===== src/rtl/core/cvf_pkg.sv =====
// ----------------------------------------------------------------------------
// Colour video fetch package
// Shared types, codes and address constants for the colour video fetch and
// port unit.
// ----------------------------------------------------------------------------
`default_nettype none

package cvf_pkg;

   // Item kinds carried in the action field.
   typedef enum logic [1:0] {
      ACT_FETCH = 2'd0,
      ACT_WRITE = 2'd1,
      ACT_READ  = 2'd2,
      ACT_NONE  = 2'd3
   } action_type;

   // Configuration register indexes.
   typedef enum logic [2:0] {
      CSR_RAM_LOW      = 3'd0,
      CSR_RAM_MID      = 3'd1,
      CSR_COLOUR_RAM   = 3'd2,
      CSR_CHAR_BOARD   = 3'd3,
      CSR_DIRECT_PIXEL = 3'd4
   } csr_index_type;

   localparam int unsigned CSR_INDEX_W = 3;
   localparam int unsigned CSR_DATA_W  = 1;

   // Address constants.
   localparam logic [15:0] COLOUR_PORT     = 16'h7FEF;
   localparam logic [15:0] CHAR_BOARD_BASE = 16'h8400;
   localparam logic [15:0] CHARSET_MASK    = 16'h3E00;
   localparam logic [15:0] INV_SET_MASK    = 16'hE100;
   localparam logic [15:0] INV_SET_MATCH   = 16'h2100;
   localparam logic [15:0] PC_ATTR_MASK    = 16'h3FFF;
   localparam logic [5:0]  ATTR_BASE_HI    = 6'b110000;
   localparam logic [1:0]  ATTR_PAGE_HI    = 2'b11;
   localparam logic [3:0]  BORDER_RESET    = 4'd15;

   // One accepted input item.
   typedef struct packed {
      logic [1:0]  action;
      logic [15:0] address;
      logic [7:0]  data;
      logic [15:0] ir_value;
      logic [2:0]  line_count;
      logic        sync_active;
      logic [4:0]  joystick_buttons;
      logic [7:0]  mask_in;
   } item_type;

   // One result item.
   typedef struct packed {
      logic        pixel_valid;
      logic [15:0] pixel_address;
      logic        pixel_invert;
      logic        attr_valid;
      logic [15:0] attr_address;
      logic [7:0]  read_byte;
      logic [7:0]  read_mask;
      logic [3:0]  border_colour;
   } result_type;

   // Configuration and colour state seen by the datapath.
   typedef struct packed {
      logic       ram_low_window_on;
      logic       ram_mid_window_on;
      logic       colour_ram_on;
      logic       char_board_on;
      logic       direct_pixel_on;
      logic       colour_on;
      logic       screen_attr_mode;
      logic [3:0] border;
   } ctrl_type;

   // Colour state update from a port write.
   typedef struct packed {
      logic       write;
      logic       colour_on;
      logic       screen_attr_mode;
      logic [3:0] border;
   } update_type;

endpackage

`default_nettype wire


===== src/rtl/core/cvf_req_if.sv =====
// ----------------------------------------------------------------------------
// Request channel interface
// Valid/ready channel that carries one input item of the colour video unit.
// ----------------------------------------------------------------------------
`default_nettype none

interface cvf_req_if;
   logic        valid;
   logic        ready;
   logic [1:0]  action;
   logic [15:0] address;
   logic [7:0]  data;
   logic [15:0] ir_value;
   logic [2:0]  line_count;
   logic        sync_active;
   logic [4:0]  joystick_buttons;
   logic [7:0]  mask_in;

   modport source (
      output valid, action, address, data, ir_value, line_count, sync_active,
             joystick_buttons, mask_in,
      input  ready
   );

   modport sink (
      input  valid, action, address, data, ir_value, line_count, sync_active,
             joystick_buttons, mask_in,
      output ready
   );
endinterface

`default_nettype wire


===== src/rtl/core/cvf_rsp_if.sv =====
// ----------------------------------------------------------------------------
// Response channel interface
// Valid/ready channel that carries one result item of the colour video unit.
// ----------------------------------------------------------------------------
`default_nettype none

interface cvf_rsp_if;
   logic        valid;
   logic        ready;
   logic        pixel_valid;
   logic [15:0] pixel_address;
   logic        pixel_invert;
   logic        attr_valid;
   logic [15:0] attr_address;
   logic [7:0]  read_byte;
   logic [7:0]  read_mask;
   logic [3:0]  border_colour;

   modport source (
      output valid, pixel_valid, pixel_address, pixel_invert, attr_valid,
             attr_address, read_byte, read_mask, border_colour,
      input  ready
   );

   modport sink (
      input  valid, pixel_valid, pixel_address, pixel_invert, attr_valid,
             attr_address, read_byte, read_mask, border_colour,
      output ready
   );
endinterface

`default_nettype wire


===== src/rtl/core/cvf_regs.sv =====
// ----------------------------------------------------------------------------
// Control and colour state registers
// Holds the configuration bits and the colour enable, attribute mode and
// border state that port writes change.
// ----------------------------------------------------------------------------
`default_nettype none

module cvf_regs
   import cvf_pkg::*;
(
   input  wire logic                   clock,
   input  wire logic                   reset,
   input  wire logic                   csr_write_enable,
   input  wire logic [CSR_INDEX_W-1:0] csr_index,
   input  wire logic [CSR_DATA_W-1:0]  csr_write_data,
   input  wire update_type             update,
   output ctrl_type                    ctrl
);

   ctrl_type ctrl_ff;
   ctrl_type ctrl_in;

   // Configuration writes are to arrive only while idle (the block does not enforce this); they take priority.
   always_comb begin
      ctrl_in = ctrl_ff;
      if (update.write) begin
         ctrl_in.colour_on        = update.colour_on;
         ctrl_in.screen_attr_mode = update.screen_attr_mode;
         ctrl_in.border           = update.border;
      end
      if (csr_write_enable) begin
         case (csr_index)
            CSR_RAM_LOW:      ctrl_in.ram_low_window_on = csr_write_data[0];
            CSR_RAM_MID:      ctrl_in.ram_mid_window_on = csr_write_data[0];
            CSR_COLOUR_RAM: begin
               ctrl_in.colour_ram_on = csr_write_data[0];
               // Turning the colour RAM off drops colour and whitens the border.
               if (!csr_write_data[0]) begin
                  ctrl_in.colour_on = 1'b0;
                  ctrl_in.border    = BORDER_RESET;
               end
            end
            CSR_CHAR_BOARD:   ctrl_in.char_board_on     = csr_write_data[0];
            CSR_DIRECT_PIXEL: ctrl_in.direct_pixel_on   = csr_write_data[0];
            default: ;
         endcase
      end
   end

   always_ff @(posedge clock) begin
      if (reset) begin
         ctrl_ff <= '{ram_low_window_on: 1'b0,
                      ram_mid_window_on: 1'b0,
                      colour_ram_on:     1'b0,
                      char_board_on:     1'b0,
                      direct_pixel_on:   1'b0,
                      colour_on:         1'b0,
                      screen_attr_mode:  1'b0,
                      border:            BORDER_RESET};
      end else begin
         ctrl_ff <= ctrl_in;
      end
   end

   assign ctrl = ctrl_ff;

endmodule

`default_nettype wire


===== src/rtl/core/cvf_exec.sv =====
// ----------------------------------------------------------------------------
// Item execution logic
// Decodes one item into its result: video fetch addresses, colour port
// write and keyboard/joystick port read.
// ----------------------------------------------------------------------------
`default_nettype none

module cvf_exec
   import cvf_pkg::*;
(
   input  wire item_type   item,
   input  wire ctrl_type   ctrl,
   output result_type      result,
   output update_type      update
);

   logic        inv;
   logic [8:0]  sub_base;
   logic        add_inv_set;
   logic [9:0]  sub_char;
   logic [9:0]  sub_full;
   logic        direct_hit;
   logic [15:0] fetch_address;
   logic [15:0] attr_addr;
   logic [7:0]  mine;
   logic [7:0]  rd_byte;
   logic [7:0]  rd_mask;
   logic        port_hit;

   // Pixel byte address selection.
   always_comb begin
      inv        = item.data[7];
      sub_base   = {item.data[5:0], item.line_count};
      direct_hit = ctrl.direct_pixel_on &&
                   ((item.ir_value[15:13] == 3'b001 && ctrl.ram_low_window_on) ||
                    (item.ir_value[15:14] == 2'b01 && ctrl.ram_mid_window_on));
      add_inv_set = !ctrl.direct_pixel_on && inv && ctrl.ram_low_window_on &&
                    ((item.ir_value & INV_SET_MASK) == INV_SET_MATCH);
      sub_char    = {add_inv_set, sub_base};
      if (ctrl.char_board_on) begin
         sub_full      = {inv, sub_base};
         fetch_address = CHAR_BOARD_BASE + {6'd0, sub_full};
      end else if (direct_hit) begin
         sub_full      = '0;
         fetch_address = item.ir_value;
      end else begin
         sub_full      = sub_char;
         fetch_address = (item.ir_value & CHARSET_MASK) + {6'd0, sub_char};
      end
      // Attribute bytes live in the top 16K.
      if (ctrl.screen_attr_mode) begin
         attr_addr = {ATTR_PAGE_HI, item.address[13:0] & PC_ATTR_MASK[13:0]};
      end else begin
         attr_addr = {ATTR_BASE_HI, sub_full};
      end
   end

   // Port read: colour-present bit or joystick merged into keyboard rows.
   always_comb begin
      mine    = '0;
      rd_byte = item.data;
      rd_mask = item.mask_in;
      if (item.address[0]) begin
         if (item.address == COLOUR_PORT) begin
            if (ctrl.colour_ram_on) begin
               rd_byte[5] = 1'b0;
            end
            rd_mask[5] = 1'b1;
         end
      end else if (!(item.address[11] && item.address[12])) begin
         if (!item.address[11]) begin
            mine[4] = item.joystick_buttons[1];
         end
         if (!item.address[12]) begin
            mine[2] = mine[2] | item.joystick_buttons[0];
            mine[4] = mine[4] | item.joystick_buttons[2];
            mine[3] = mine[3] | item.joystick_buttons[3];
            mine[0] = mine[0] | item.joystick_buttons[4];
         end
         rd_byte = rd_byte & ~mine;
         rd_mask = rd_mask | mine;
      end
   end

   // Result and state update per item kind.
   always_comb begin
      result        = '0;
      update        = '0;
      port_hit      = (item.address == COLOUR_PORT) && ctrl.colour_ram_on;
      update.colour_on        = item.data[5];
      update.screen_attr_mode = item.data[4];
      update.border           = item.data[5] ? item.data[3:0] : BORDER_RESET;
      case (item.action)
         ACT_FETCH: begin
            if (!item.sync_active) begin
               result.pixel_valid   = 1'b1;
               result.pixel_address = fetch_address;
               result.pixel_invert  = inv;
               if (ctrl.colour_on) begin
                  result.attr_valid   = 1'b1;
                  result.attr_address = attr_addr;
               end
            end
         end
         ACT_WRITE: begin
            update.write = port_hit;
         end
         ACT_READ: begin
            result.read_byte = rd_byte;
            result.read_mask = rd_mask;
         end
         default: ;
      endcase
      // The border reported is the one after this item.
      result.border_colour = update.write ? update.border : ctrl.border;
   end

endmodule

`default_nettype wire


===== src/rtl/core/colour_video_fetch_and_port_unit.sv =====
// ----------------------------------------------------------------------------
// Colour video fetch and port unit
// Throughput: one item per cycle while the result side is ready; input register, decode, result register.
// A stalled result holds its register while one more item waits at the input.
// Reset (synchronous, active high) clears the pipeline, all configuration
// bits and colour state; the border returns to bright white.
// ----------------------------------------------------------------------------
`default_nettype none

module colour_video_fetch_and_port_unit
   import cvf_pkg::*;
(
   input  wire logic                   clock,
   input  wire logic                   reset,
   cvf_req_if.sink                     req_channel,
   cvf_rsp_if.source                   rsp_channel,
   input  wire logic                   csr_write_enable,
   input  wire logic [CSR_INDEX_W-1:0] csr_index,
   input  wire logic [CSR_DATA_W-1:0]  csr_write_data
);

   logic       in_valid_ff;
   logic       in_valid_in;
   item_type   in_item_ff;
   item_type   req_item;
   logic       out_valid_ff;
   logic       out_valid_in;
   result_type out_result_ff;
   result_type exec_result;
   update_type exec_update;
   update_type update;
   ctrl_type   ctrl;
   logic       advance;
   logic       take;

   // Gather the request payload.
   assign req_item = '{
      action:           req_channel.action,
      address:          req_channel.address,
      data:             req_channel.data,
      ir_value:         req_channel.ir_value,
      line_count:       req_channel.line_count,
      sync_active:      req_channel.sync_active,
      joystick_buttons: req_channel.joystick_buttons,
      mask_in:          req_channel.mask_in
   };

   // Pipeline handshake: the item moves on when the result register is free.
   assign advance           = in_valid_ff && (!out_valid_ff || rsp_channel.ready);
   assign req_channel.ready = !in_valid_ff || advance;
   assign take              = req_channel.valid && req_channel.ready;
   assign in_valid_in       = take || (in_valid_ff && !advance);
   assign out_valid_in      = advance || (out_valid_ff && !rsp_channel.ready);

   // State changes only when the item actually moves to the result register.
   always_comb begin
      update       = exec_update;
      update.write = exec_update.write && advance;
   end

   cvf_regs u_regs (
      .clock            (clock),
      .reset            (reset),
      .csr_write_enable (csr_write_enable),
      .csr_index        (csr_index),
      .csr_write_data   (csr_write_data),
      .update           (update),
      .ctrl             (ctrl)
   );

   cvf_exec u_exec (
      .item   (in_item_ff),
      .ctrl   (ctrl),
      .result (exec_result),
      .update (exec_update)
   );

   // Control registers.
   always_ff @(posedge clock) begin
      if (reset) begin
         in_valid_ff  <= 1'b0;
         out_valid_ff <= 1'b0;
      end else begin
         in_valid_ff  <= in_valid_in;
         out_valid_ff <= out_valid_in;
      end
   end

   // Payload registers.
   always_ff @(posedge clock) begin
      if (take) begin
         in_item_ff <= req_item;
      end
      if (advance) begin
         out_result_ff <= exec_result;
      end
   end

   // Result channel.
   assign rsp_channel.valid         = out_valid_ff;
   assign rsp_channel.pixel_valid   = out_result_ff.pixel_valid;
   assign rsp_channel.pixel_address = out_result_ff.pixel_address;
   assign rsp_channel.pixel_invert  = out_result_ff.pixel_invert;
   assign rsp_channel.attr_valid    = out_result_ff.attr_valid;
   assign rsp_channel.attr_address  = out_result_ff.attr_address;
   assign rsp_channel.read_byte     = out_result_ff.read_byte;
   assign rsp_channel.read_mask     = out_result_ff.read_mask;
   assign rsp_channel.border_colour = out_result_ff.border_colour;

   // Colour can only be on while the colour RAM is enabled.
   a_colour_needs_ram: assert property (@(posedge clock) disable iff (reset)
      ctrl.colour_on |-> ctrl.colour_ram_on)
      else $error("colour on without colour RAM");

   // With colour off the border is bright white.
   a_border_white: assert property (@(posedge clock) disable iff (reset)
      !ctrl.colour_on |-> (ctrl.border == BORDER_RESET))
      else $error("border not white while colour is off");

   // An attribute fetch always comes with a pixel fetch.
   a_attr_with_pixel: assert property (@(posedge clock) disable iff (reset)
      (out_valid_ff && out_result_ff.attr_valid) |-> out_result_ff.pixel_valid)
      else $error("attribute fetch without pixel fetch");

   // A held input item stays in place until it can advance.
   a_input_hold: assert property (@(posedge clock) disable iff (reset)
      (in_valid_ff && !advance) |=> (in_valid_ff && $stable(in_item_ff)))
      else $error("input item lost while stalled");

endmodule

`default_nettype wire


===== src/flat_wrapper.sv =====
// flat-port wrapper written by rule: the top's interface ports become plain ports
module colour_video_fetch_and_port_unit_flat import cvf_pkg::*;
  (clock, reset, csr_write_enable, csr_index, csr_write_data, req_channel_valid, req_channel_action, req_channel_address, req_channel_data, req_channel_ir_value, req_channel_line_count, req_channel_sync_active, req_channel_joystick_buttons, req_channel_mask_in, req_channel_ready, rsp_channel_valid, rsp_channel_pixel_valid, rsp_channel_pixel_address, rsp_channel_pixel_invert, rsp_channel_attr_valid, rsp_channel_attr_address, rsp_channel_read_byte, rsp_channel_read_mask, rsp_channel_border_colour, rsp_channel_ready);
  cvf_req_if req_channel_i ();
  cvf_rsp_if rsp_channel_i ();
  input  wire logic clock;
  input  wire logic reset;
  input  wire logic csr_write_enable;
  input  wire logic [CSR_INDEX_W-1:0] csr_index;
  input  wire logic [CSR_DATA_W-1:0] csr_write_data;
  input wire logic [$bits(req_channel_i.valid)-1:0] req_channel_valid;
  input wire logic [$bits(req_channel_i.action)-1:0] req_channel_action;
  input wire logic [$bits(req_channel_i.address)-1:0] req_channel_address;
  input wire logic [$bits(req_channel_i.data)-1:0] req_channel_data;
  input wire logic [$bits(req_channel_i.ir_value)-1:0] req_channel_ir_value;
  input wire logic [$bits(req_channel_i.line_count)-1:0] req_channel_line_count;
  input wire logic [$bits(req_channel_i.sync_active)-1:0] req_channel_sync_active;
  input wire logic [$bits(req_channel_i.joystick_buttons)-1:0] req_channel_joystick_buttons;
  input wire logic [$bits(req_channel_i.mask_in)-1:0] req_channel_mask_in;
  output wire logic [$bits(req_channel_i.ready)-1:0] req_channel_ready;
  output wire logic [$bits(rsp_channel_i.valid)-1:0] rsp_channel_valid;
  output wire logic [$bits(rsp_channel_i.pixel_valid)-1:0] rsp_channel_pixel_valid;
  output wire logic [$bits(rsp_channel_i.pixel_address)-1:0] rsp_channel_pixel_address;
  output wire logic [$bits(rsp_channel_i.pixel_invert)-1:0] rsp_channel_pixel_invert;
  output wire logic [$bits(rsp_channel_i.attr_valid)-1:0] rsp_channel_attr_valid;
  output wire logic [$bits(rsp_channel_i.attr_address)-1:0] rsp_channel_attr_address;
  output wire logic [$bits(rsp_channel_i.read_byte)-1:0] rsp_channel_read_byte;
  output wire logic [$bits(rsp_channel_i.read_mask)-1:0] rsp_channel_read_mask;
  output wire logic [$bits(rsp_channel_i.border_colour)-1:0] rsp_channel_border_colour;
  input wire logic [$bits(rsp_channel_i.ready)-1:0] rsp_channel_ready;
  assign req_channel_i.valid = req_channel_valid;
  assign req_channel_i.action = req_channel_action;
  assign req_channel_i.address = req_channel_address;
  assign req_channel_i.data = req_channel_data;
  assign req_channel_i.ir_value = req_channel_ir_value;
  assign req_channel_i.line_count = req_channel_line_count;
  assign req_channel_i.sync_active = req_channel_sync_active;
  assign req_channel_i.joystick_buttons = req_channel_joystick_buttons;
  assign req_channel_i.mask_in = req_channel_mask_in;
  assign req_channel_ready = req_channel_i.ready;
  assign rsp_channel_valid = rsp_channel_i.valid;
  assign rsp_channel_pixel_valid = rsp_channel_i.pixel_valid;
  assign rsp_channel_pixel_address = rsp_channel_i.pixel_address;
  assign rsp_channel_pixel_invert = rsp_channel_i.pixel_invert;
  assign rsp_channel_attr_valid = rsp_channel_i.attr_valid;
  assign rsp_channel_attr_address = rsp_channel_i.attr_address;
  assign rsp_channel_read_byte = rsp_channel_i.read_byte;
  assign rsp_channel_read_mask = rsp_channel_i.read_mask;
  assign rsp_channel_border_colour = rsp_channel_i.border_colour;
  assign rsp_channel_i.ready = rsp_channel_ready;
  colour_video_fetch_and_port_unit u_core (.clock(clock), .reset(reset), .req_channel(req_channel_i), .rsp_channel(rsp_channel_i), .csr_write_enable(csr_write_enable), .csr_index(csr_index), .csr_write_data(csr_write_data));
endmodule

===== config.mk =====
export PLATFORM = sky130hd
export DESIGN_NAME = colour_video_fetch_and_port_unit_flat
export DESIGN_NICKNAME = d
export VERILOG_FILES = /design/src/rtl/core/cvf_pkg.sv /design/src/rtl/core/cvf_req_if.sv /design/src/rtl/core/cvf_rsp_if.sv /design/src/rtl/core/cvf_regs.sv /design/src/rtl/core/cvf_exec.sv /design/src/rtl/core/colour_video_fetch_and_port_unit.sv /design/src/flat_wrapper.sv
export SDC_FILE = /design/constraint.sdc
export NUM_CORES = 1
export LEC_CHECK = 0
export BUFFER_PORTS_ARGS = -buffer_cell sky130_fd_sc_hd__buf_2
export CORE_UTILIZATION = 28
export CTS_CLUSTER_DIAMETER = 150
export DETAILED_ROUTE_END_ITERATION = 8
export PLACE_DENSITY_LB_ADDON = 0.12
export SLEW_MARGIN = 20
export SYNTH_ARGS = -nofsm -noshare
export SYNTH_HDL_FRONTEND = slang
export SYNTH_SLANG_ARGS = --single-unit
export TNS_END_PERCENT = 100

===== constraint.sdc =====
create_clock -name clock -period 3.4 [get_ports clock]
set_clock_uncertainty 0.15 [all_clocks]
set_input_delay 0.34 -clock clock [delete_from_list [all_inputs] [get_ports clock]]
set_output_delay 0.34 -clock clock [all_outputs]
set_load 0.005 [all_outputs]

; ---- Word-level counts from Yosys, hierarchy flattened
; Cells that the tools add are included.
; W data, S select, Z words.
[word_totals]
regBits = 127
in_bits = 68
out_inout_bits = 57
elab_cells = 116
[op_classes]
add_sub_neg = 2
eq_ne = 10
n_mux = 37
bitwise = 7
n_reduce_logical = 33
[ops]
columns = cell, count
row1 = $mux W35, 1
row2 = $mux W16, 2
row3 = $mux W10, 2
row4 = $mux W4, 5
row5 = $mux W17, 1
row6 = $add A16 B10 Y16 const A, 1
row7 = $eq A16 B15 Y1 const B, 1
row8 = $mux W8, 2
row9 = $add A14 B10 Y15, 1
row10 = $mux W1, 15
row11 = $mux W14, 1
row12 = $logic_and A1 B1 Y1, 13
row13 = $mux W5, 2
row14 = $reduce_and A2 Y1, 5
row15 = $mux W3, 3
row16 = $and A8 B8 Y8, 1
row17 = $not A5 Y8, 1
row18 = $or A8 B5 Y8, 1
row19 = $eq A3 B1 Y1 const B, 2
row20 = $eq A3 B2 Y1 const B, 2
row21 = $mux W6, 1
row22 = $logic_not A1 Y1, 5
row23 = $logic_or A1 B1 Y1, 5
row24 = $eq A2 B1 Y1 const B, 2
row25 = 11 further kinds, 14

; ---- Longest topological paths before layout
[depth]
depth_word = 11
depth_mapped = 8
ltp_nobuf = 8

; ---- Cells and area by module
; Synthesis repeated with hierarchy kept, for this count alone.
[hier_totals]
cells_unflattened = 311
area_unflattened_um2 = 4936.0
[by_module_without_submodules]
columns = module, n_inst, cells_each, area_each_um2, seq_area_each_um2
row1 = colour_video_fetch_and_port_unit, 1, 125, 3533.4, 3463.3
row2 = cvf_exec, 1, 144, 913.4, 0.0
row3 = cvf_regs, 1, 42, 489.2, 220.2

; ---- Worst setup path after synthesis
; OpenSTA, ideal clock, no wires.
[synth_path]
kind = register to register
start = register u_core.out_valid_ff, in the netlist u_core.rsp_channel.valid
end = register u_core.out_result_ff, in the netlist u_core.rsp_channel.attr_address[0] (enable)
setup_ns = 0.466
t_arrival_ns = 2.731
t_required_ns = 2.784
setup_slack_ns = 0.053
path_stages_with_launch = 3
n_path_buf = 0
period_less_slack_ns = 3.347
cell_sequence = dfxtp_1 > nor2b_1 > nor2_1
[synth_via]
elab_chain_cells = 3
[synth_lines]
columns = item, line_no
row1 = "start, declared", colour_video_fetch_and_port_unit.sv:26  ; logic out_valid_ff;
row2 = "start signal, assigned", colour_video_fetch_and_port_unit.sv:85  ; out_valid_ff <= out_valid_in;
row3 = $logic_not A1 Y1, colour_video_fetch_and_port_unit.sv:49  ; assign advance = in_valid_ff && (!out_valid_ff || rsp_channel.ready);
row4 = $logic_or A1 B1 Y1, colour_video_fetch_and_port_unit.sv:49
row5 = $logic_and A1 B1 Y1, colour_video_fetch_and_port_unit.sv:49
row6 = "end signal, assigned", colour_video_fetch_and_port_unit.sv:95  ; out_result_ff <= exec_result;
row7 = "end, declared", colour_video_fetch_and_port_unit.sv:28  ; result_type out_result_ff;
; Every way passes these cells.
; A chain may end at the register's enable or synchronous reset.

; ---- Worst setup path in the final report
[layout_path]
start = register u_core.in_item_ff[57] in the netlist's numbering
end = register u_core.out_result_ff, in the netlist u_core.rsp_channel.attr_address[2], data pin
[layout_via]
elab_chain_cells = 3
[layout_lines]
columns = item, line_no
row1 = "start, declared", colour_video_fetch_and_port_unit.sv:24  ; item_type in_item_ff;
row2 = "start signal, assigned", colour_video_fetch_and_port_unit.sv:92  ; in_item_ff <= req_item;
row3 = $logic_not A2 Y1, cvf_exec.sv:93  ; case (item.action)
row4 = $not A1 Y1 (no source line), n/a
row5 = $reduce_or A3 Y1 (no source line), n/a
; Every way passes these cells.

==> impl_metrics.toml <==
[routing]
vias = 3291
drt_iter0_drc = 155
routed_via_density = 4.39
drt_first_pass_iters = 4
drc = 0
drt_wl_total_um = 11800
wire_per_inst_um = 15.7
antenna_left = 0

[cts]
cts_tree = "built"
clock_sink_count = 126
clk_pin_slew_worst_paths_ns = 0.06
htreeDepth = 4
clk_latency_ns = 0.41
numCtsBuffers = 17
root_buffer = "clkbuf_16"
cts_setup_buffers = 0
cts-resized-gates = 0
cts_buffer_depth = 2

[floorplanning]
start_util = 0.289
die_area_mm2 = 0.0178
pin_count = 125
chipWidth_um = 133
core_mm2 = 0.0167
dieHeight_um = 133
rows = 47

[grt]
grt_usage = 0.140
grt_max_degree = 36
grt_pass1_vias = 3305
grt_pass1_wl_um = 18100
antenna_found_initial = 0
overflow = 0

[logic_synthesis]
synth_top_area_frac = 0.703
ys_seq_elements = 126
ys.flop_type = "edfxtp_1"
synthMuxAreaShare = 0.0187
synth_commonest_cells = "113 x edfxtp_1, 22 x nand2_1, 21 x nor2_1"
synthesis.area_mm2 = 0.00483
syn_nets = 388
syn_avg_cell_area_um2 = 15.2
ys_types = 50
postSynth.asyncResetShare = 0
synth_most_common_cell = "edfxtp_1"
synthXorXnorAreaFrac = 0
synth_compound_area_frac = 0.0718
synthCells = 318
yosysSeqAreaShare = 0.756
synthSimpleGateAreaFrac = 0.135
synth_top_family_by_area = "simple AND/OR/NAND/NOR gates"
yosysWarnings = 0
yosys.area_share.adder = 0.00518
netlist_top_cells_area = "edfxtp_1 70%, dfxtp_1 5.4%, a21oi_1 1.8%, o21ai_1 1.8%, nand2_1 1.7%"
synth_top_cell_by_area = "edfxtp_1"
synth-edff-count = 113

[place]
io_buffers = 124
place.detailed.hpwl_um = 7940
routabilityCongestion = 0.744
dp.cells = 657
dp_slack_ns = 1.20

[outcome]
outcome = "complete, no violations"

[timing]
setup_ws_ns = 1.19
max_slew_margin = 0.487
hold_violations = 0
finalSetupViolCount = 0
setup_tns_ns = 0
tightestPinTransition_ns = 0.768
maxSlewViolCount = 0
period_needed_ns = 2.21
fmax_ghz = 0.452
period_share = 0.650
rsz0062_at_grt = "no"
whs_ns = 0.0847

[critical_path]
r2r_slack_ns = 1.19
crit_fanout = 23
cp-start-kind = "flop"
crit_type = "reg -> reg"
worst_r2r_path_depth = 5
r2r-end = "u_core.rsp_channel.attr_address[2]$_SDFFCE_PP0N_"
cp.required_ns = 3.53
r2r-start = "u_core.in_item_ff[57]$_DFFE_PP_"
setup.worst_path.end_class = "flop"
cp.arrival_ns = 2.34

[pwr]
p_leak_nw = 2.69
ir_worst_vdd_mv = 0.364
powerDensity_mw_per_mm2 = 543

[cells_and_area]
drive_above_1_share = 0.331
area_growth_syn_to_layout_pct = 43.0
nets = 586
final_cells = 749
antenna_cells = 0
fill_cells = 1598

[hold_path]
hp-start = "csr_write_data"
whs_path_depth = 3
min_path_type = "in -> reg"
whs_endpoint = "u_core.u_regs.ctrl[7]$_SDFFE_PP0P_"

[run]
drv_cap = 0
## metrics by stage
stage	total power [mW]	cell area, um2	util
after CTS	3.80	6910	0.413
after global routing	3.88	6910	0.413
after floorplan	1.88	4830	-
final	3.75	6910	0.413
after global placement	1.99	5730	0.343
after detailed placement	1.99	5730	0.343
## cell type report
| class | instances | area [um2] | area share |
|---|---|---|---|
| inverters | 5 | 18.8 | 0.00272 |
| clock buffers | 17 | 425 | 0.0616 |
| flip-flops and latches | 126 | 3650 | 0.529 |
| multi-input cells | 178 | 1120 | 0.162 |
| well taps | 220 | 275 | 0.0399 |
| repair buffers | 188 | 1260 | 0.183 |
| clock inverters | 15 | 148 | 0.0214 |
## state kept, by name, indices dropped and copies added, names as in the netlist
| register | flops |
|---|---|
| u_core.rsp_channel.read_mask | 8 |
| u_core.u_regs.ctrl | 11 |
| u_core.rsp_channel.valid | 1 |
| u_core.rsp_channel.pixel_address | 16 |
| u_core.rsp_channel.pixel_invert | 1 |
| u_core.in_item_ff | 59 |
| u_core.rsp_channel.read_byte | 8 |
| u_core.in_valid_ff | 1 |
| u_core.rsp_channel.attr_address | 15 |
| u_core.rsp_channel.pixel_valid | 1 |
| u_core.rsp_channel.attr_valid | 1 |
| u_core.rsp_channel.border_colour | 4 |
## worst max-delay path: stages, from the launching register on
cell and delay, ns:
edfxtp_1 0.41, or3_4 0.44, inv_2 0.30, nand2_2 0.17
nor3_4 0.39, a22o_1 0.20
## what timing repair did
action	4_1_cts	5_1_grt
hold endpoints to repair	60	0
hold buffers	60	0
setup endpoints to repair	0	0
## cell usage in the layout (no fill, tap or decap), drive strengths merged, types with 3 or more instances in the layout
cell,instances
nor3,6
nand2b,10
o21ai,19
clkinv,8
clkbuf,17
nand3,16
nor2,22
buf,128
a21boi,3
and3,3
and2,13
edfxtp,113
clkinvlp,4
mux2,4
a22o,9
inv,6
dlygate4sd3,60
nand2,24
nor2b,3
a21oi,17
dfxtp,13
mux2i,3
## where the power goes
part | total, mW | leakage (nW) | internal (mW) | switching [mW]
clock | 1.75 | 0.270 | 1.07 | 0.673
sequential | 1.80 | 1.21 | 1.76 | 0.0380
combinational | 0.206 | 1.21 | 0.110 | 0.0958
## cell families (layout without fill, tap and decap cells)
| kind of cell | after synthesis | count (layout) |
|---|---|---|
| flops | 126 | 126 |
| simple gates | 114 | 114 |
| compound gates | 55 | 55 |
| buf+inv | 14 | 225 |
| mux | 7 | 7 |
| fa+ha+maj | 2 | 2 |
## how the worst max path moves through the flow
stage                                         from  cells past startpoint                                          endpoint  slack, ns
2_1_floorplan  u_core.rsp_channel.valid$_SDFF_PP0_                      2  u_core.rsp_channel.attr_address[0]$_SDFFCE_PP0N_       0.05
5_1_grt            u_core.in_item_ff[57]$_DFFE_PP_                      5  u_core.rsp_channel.attr_address[2]$_SDFFCE_PP0N_       1.03
3_3_place_gp       u_core.in_item_ff[57]$_DFFE_PP_                      5  u_core.rsp_channel.attr_address[0]$_SDFFCE_PP0N_       1.23
3_5_place_dp       u_core.in_item_ff[57]$_DFFE_PP_                      5  u_core.rsp_channel.attr_address[2]$_SDFFCE_PP0N_       1.20
4_1_cts            u_core.in_item_ff[57]$_DFFE_PP_                      5  u_core.rsp_channel.attr_address[2]$_SDFFCE_PP0N_       1.18
6_report           u_core.in_item_ff[57]$_DFFE_PP_                      5  u_core.rsp_channel.attr_address[2]$_SDFFCE_PP0N_       1.19
## routing by layer
metal  up-vias  wire [um]  track usage
met3        15        713       0.0495
met5         -          0            0
li1       1605          -            -
met2       108       5500        0.217
met4         0        197       0.0600
met1      1563       5390        0.176
Note: power is estimated with default switching activity, not from simulation.
